File: config.mk
export PLATFORM = sky130hd
export DESIGN_NAME = sacl_ctrl
export DESIGN_NICKNAME = d
export VERILOG_FILES = /design/src/rtl/sacl_pkg.sv /design/src/rtl/sacl_ctrl.sv
export SDC_FILE = /design/constraint.sdc
export NUM_CORES = 1
export LEC_CHECK = 0
export BUFFER_PORTS_ARGS = -buffer_cell sky130_fd_sc_hd__buf_4
export CELL_PAD_IN_SITES_DETAIL_PLACEMENT = 1
export CELL_PAD_IN_SITES_GLOBAL_PLACEMENT = 1
export CORE_AREA = 3 3 40 42
export DETAILED_ROUTE_END_ITERATION = 8
export DIE_AREA = 0 0 43 45
export PLACE_DENSITY = 0.48
export SLEW_MARGIN = 20
export SYNTH_ARGS = -nofsm -noshare
export SYNTH_HDL_FRONTEND = slang
export SYNTH_SLANG_ARGS = --single-unit
File: constraint.sdc
create_clock -name clk -period 1.6 [get_ports clk]
set_input_delay 0.08 -clock clk [delete_from_list [all_inputs] [get_ports clk]]
set_output_delay 0.08 -clock clk [all_outputs]
set_load 0.05 [all_outputs]
File: src/rtl/sacl_pkg.sv
// Shared types and constants for the set-associative cache tag directory.
// Used by sacl_ctrl, sacl_dp and set_assoc_cache_lru; depends on nothing.
package sacl_pkg;

    localparam int ADDR_W    = 32;
    localparam int OFFSET_W  = 4;
    localparam int HIT_WAY_W = 2;
    localparam int COUNT_W   = 32;

    localparam logic [OFFSET_W-1:0] OFFSET_RESET = 4'd6;
    localparam logic [COUNT_W-1:0]  COUNT_MAX    = '1;

    // Commands from the controller to the datapath.
    typedef struct packed {
        logic clear_wr;
        logic capture;
        logic split_step;
        logic mem_rd;
        logic commit;
    } dp_cmd_t;

    // Status from the datapath to the controller.
    typedef struct packed {
        logic clear_last;
        logic split_done;
        logic out_busy;
    } dp_status_t;

endpackage

File: src/rtl/sacl_ctrl.sv
// Controller state machine of the cache tag directory.
// Depends on sacl_pkg for the command and status structs.
module sacl_ctrl
    import sacl_pkg::*;
(
    input  logic       clk,
    input  logic       rst_n,
    input  logic       in_valid,
    output logic       in_stall,
    input  dp_status_t status,
    output dp_cmd_t    cmd
);

    localparam logic [1:0] ST_CLEAR = 2'd0;
    localparam logic [1:0] ST_IDLE  = 2'd1;
    localparam logic [1:0] ST_SPLIT = 2'd2;
    localparam logic [1:0] ST_LOOK  = 2'd3;

    logic [1:0] state_reg;
    logic [1:0] state_next;

    always_ff @(posedge clk or negedge rst_n)
    begin
        if (!rst_n)
        begin
            state_reg <= ST_CLEAR;
        end
        else
        begin
            state_reg <= state_next;
        end
    end

    always_comb
    begin
        state_next = state_reg;
        cmd        = '0;
        in_stall   = 1'b1;
        unique case (state_reg)
            ST_CLEAR:
            begin
                cmd.clear_wr = 1'b1;
                if (status.clear_last)
                begin
                    state_next = ST_IDLE;
                end
            end
            ST_IDLE:
            begin
                in_stall = 1'b0;
                if (in_valid)
                begin
                    cmd.capture = 1'b1;
                    state_next  = ST_SPLIT;
                end
            end
            ST_SPLIT:
            begin
                if (status.split_done)
                begin
                    cmd.mem_rd = 1'b1;
                    state_next = ST_LOOK;
                end
                else
                begin
                    cmd.split_step = 1'b1;
                end
            end
            ST_LOOK:
            begin
                // The set row is read; write it back once the result register is free.
                if (!status.out_busy)
                begin
                    cmd.commit = 1'b1;
                    state_next = ST_IDLE;
                end
            end
        endcase
    end

endmodule

==> metrics.md <==
| Metric | Value |
|---|---|
| Core area | `1280 um^2` |
| DRC | `0` |
| Average cell area after synthesis | `10.6 um^2` |
| WL per Instance | `9.48 um` |
| Seq cells post-synth | `2` |
| Via Count | `193` |
| Critical Path RT | `1.70 ns` |
| Worst R2R Setup Slack | `0.22 ns` |
| Worst skew pair latency | `0.22 ns` |
| Vias/cell | `3.86` |
| Slowest CP cell | `dfrtp_1` |
| First-pass GRT wire length | `759 um` |
| Worst path cell trace | `inv_1 -> ha_1 -> inv_2 -> o2111ai_2 -> mux2_4` |
| CP arrival | `1.48 ns` |
| Worst Hold Class | `input port to async pin` |
| Async S/R FF share, synth | `100%` |
| Design Area, Final | `348 um^2` |
| Post-synthesis sequential area ratio | `23.7%` |
| Initial drt markers | `2` |
| Synthesis-to-layout area growth | `64.5%` |
| EDFF count, synth | `0` |
| Max FFs per register | `2` |
| Final number of setup-violating endpoints | `0` |
| Row Count | `13` |
| Clk buf depth | `2` |
| Initial antenna violation count | `0` |
| WL final | `474 um` |
| PwrDens | `2120 nW/um^2` |
| Largest net degree at the start of global routing | `5` |
| Met3 routed WL | `40 um` |
| First-pass iteration count of the detailed router | `2` |
| Share of the synthesized area in the top cell type | `23.7%` |
| Clock skew | `0.00233 ns` |
| Pleak | `0.188 nW` |
| Synth unique cells | `14` |
| H-tree levels | `1` |
| Post-layout util | `27.1%` |
| Max-Cap Viols | `0` |
| Final worst path period share | `86.2%` |
| Main flop type after synthesis | `dfrtp_1` |
| Max VDD drop | `0.644 mV` |
| Die W | `43 um` |
| CTS tree | `done` |
| Met1 Wirelength | `195 um` |
| Top-count cell post-synth | `ha_1` |
| Critical Path End Type | `register` |
| Post-synth top cells | `ha_1 (4), inv_1 (3), dfrtp_1 (2)` |
| Worst-path clk slew | `0.03 ns` |
| Cts repair resizes | `0` |
| Largest cells by area after synthesis | `dfrtp_1 (24%), ha_1 (24%), mux2_4 (7.1%)` |
| Share of cells above drive strength 1 | `62.9%` |
| CP Max Fanout | `4` |
| Status | `finished, final reports clean` |
| Clk sinks | `2` |
| Placed Area | `315 um^2` |
| Rel. slew slack | `86.9%` |
| Layout net count | `47` |
| Postcts setup bufs | `0` |
| Ports | `12` |
| Total GRT Usage | `5.41%` |
| Total negative slack | `0 ns` |
| Crit path largest cell delay | `0.40 ns` |
| Hold Vio Cnt, Final | `0` |
| Starting Density | `16.5%` |
| Yosys warns | `0` |
| Port bufs | `11` |
| Final Slew Violations | `0` |
| Fillers | `165` |
| Tmin final | `1.38 ns` |
| Routability cong. | `0.713` |
| Final antenna-violating net count | `0` |
| Mapped Area | `211 um^2` |
| Worst setup SP type | `register` |
| Total die area | `1940 um^2` |
| Congestion Overflow GR | `0` |
| Worst slew pin tran | `0.197 ns` |
| Die height | `45 um` |
| Syn Nets | `30` |
| Root Driver | `clkbuf_4` |
| WL met2 | `237 um` |
| Top Metal Used | `met3` |
| Post-Synthesis Cells | `20` |
| RSZ-0062 raised after global routing | `false` |
| Critical path type | `register to register` |
| Vias in the first global route | `194` |
| Antenna diode count | `0` |
| Area leader, netlist | `dfrtp_1` |
| TritonCTS buffer count | `3` |
| Max Freq | `725 MHz` |
## placed cells by master, fill, tap and decap left out
master / instances
nand2b_2: 1
a41o_2: 1
nand2b_4: 1
inv_1: 3
dlygate4sd3_1: 1
ha_1: 3
and2_1: 1
clkbuf_4: 3
and2_2: 1
buf_4: 11
nor2b_1: 1
ha_2: 1
inv_2: 1
a41oi_1: 1
o2111ai_2: 1
mux2_4: 1
dfrtp_1: 2
nand2_1: 1
## power breakdown
group / leakage (nW) / switching (mW) / total, mW / internal (mW)
Sequential: 0.0222 / 0.0231 / 0.101 / 0.0775
Combinational: 0.152 / 0.316 / 0.525 / 0.209
Clock: 0.0138 / 0.0278 / 0.110 / 0.0827
## logic make-up (layout without fill, tap and decap cells)
logic type / count (synthesis) / after routing / synth area share (%)
buf+inv: 4 / 19 / 7.10
mux: 1 / 1 / 7.10
fa+ha+maj: 4 / 4 / 23.7
simple gates: 6 / 6 / 21.9
compound gates: 3 / 3 / 16.6
flops: 2 / 2 / 23.7
## repair_timing
action / 4_1_cts / 5_1_grt
endpoints found under the hold margin: 2 / 0
setup endpoints to repair: 0 / 0
hold buffers: 1 / 0
## area by class of cell
type                       count  area [um^2]  area share [%]
multi-input combinational     14          149            42.8
timing repair buffer          12         92.6            26.6
sequential                     2         50.0            14.4
clock buffer                   3         22.5            6.47
tap                           15         18.8            5.40
inverter                       4         15.0            4.32
## final timing paths
check | start | end | cells past startpoint
setup / recovery | state_reg[1] | state_reg[1] | 5
min in group clk | in_valid | state_reg[0] | 3
hold / removal | rst_n | state_reg[0] | 2
max in group asynchronous | rst_n | state_reg[1] | 2
setup reg to reg | state_reg[1] | state_reg[1] | 5
hold reg to reg | state_reg[1] | state_reg[1] | 1
## stage by stage
step	power [mW]	setup slack (ns)	std cells	hold slack, ns
final	0.736	0.221	50	0.180
after global routing	0.801	0.124	50	0.170
after CTS	0.758	0.190	50	0.166
after detailed placement	0.634	0.201	46	-0.136
after global placement	0.631	0.227	46	-0.138
after floorplan	0.506	0.138	20	-0.216
## worst max-delay path, delay by kind of cell (launching register included)
| kind | cells | cell delay (ns) |
|---|---|---|
| AOI/OAI and AO/OA | 1 | 0.21 |
| adders and majority gates | 1 | 0.18 |
| buffers and inverters | 2 | 0.15 |
| DFF | 1 | 0.40 |
| muxes | 1 | 0.32 |
## metal layers
layer | vias up | track usage, %
met1 | 87 | 6.01
met4 | 0 | 5.42
met5 | - | 0
li1 | 98 | -
met3 | 0 | 1.59
met2 | 8 | 8.08
(Power assumes the default switching activity.)
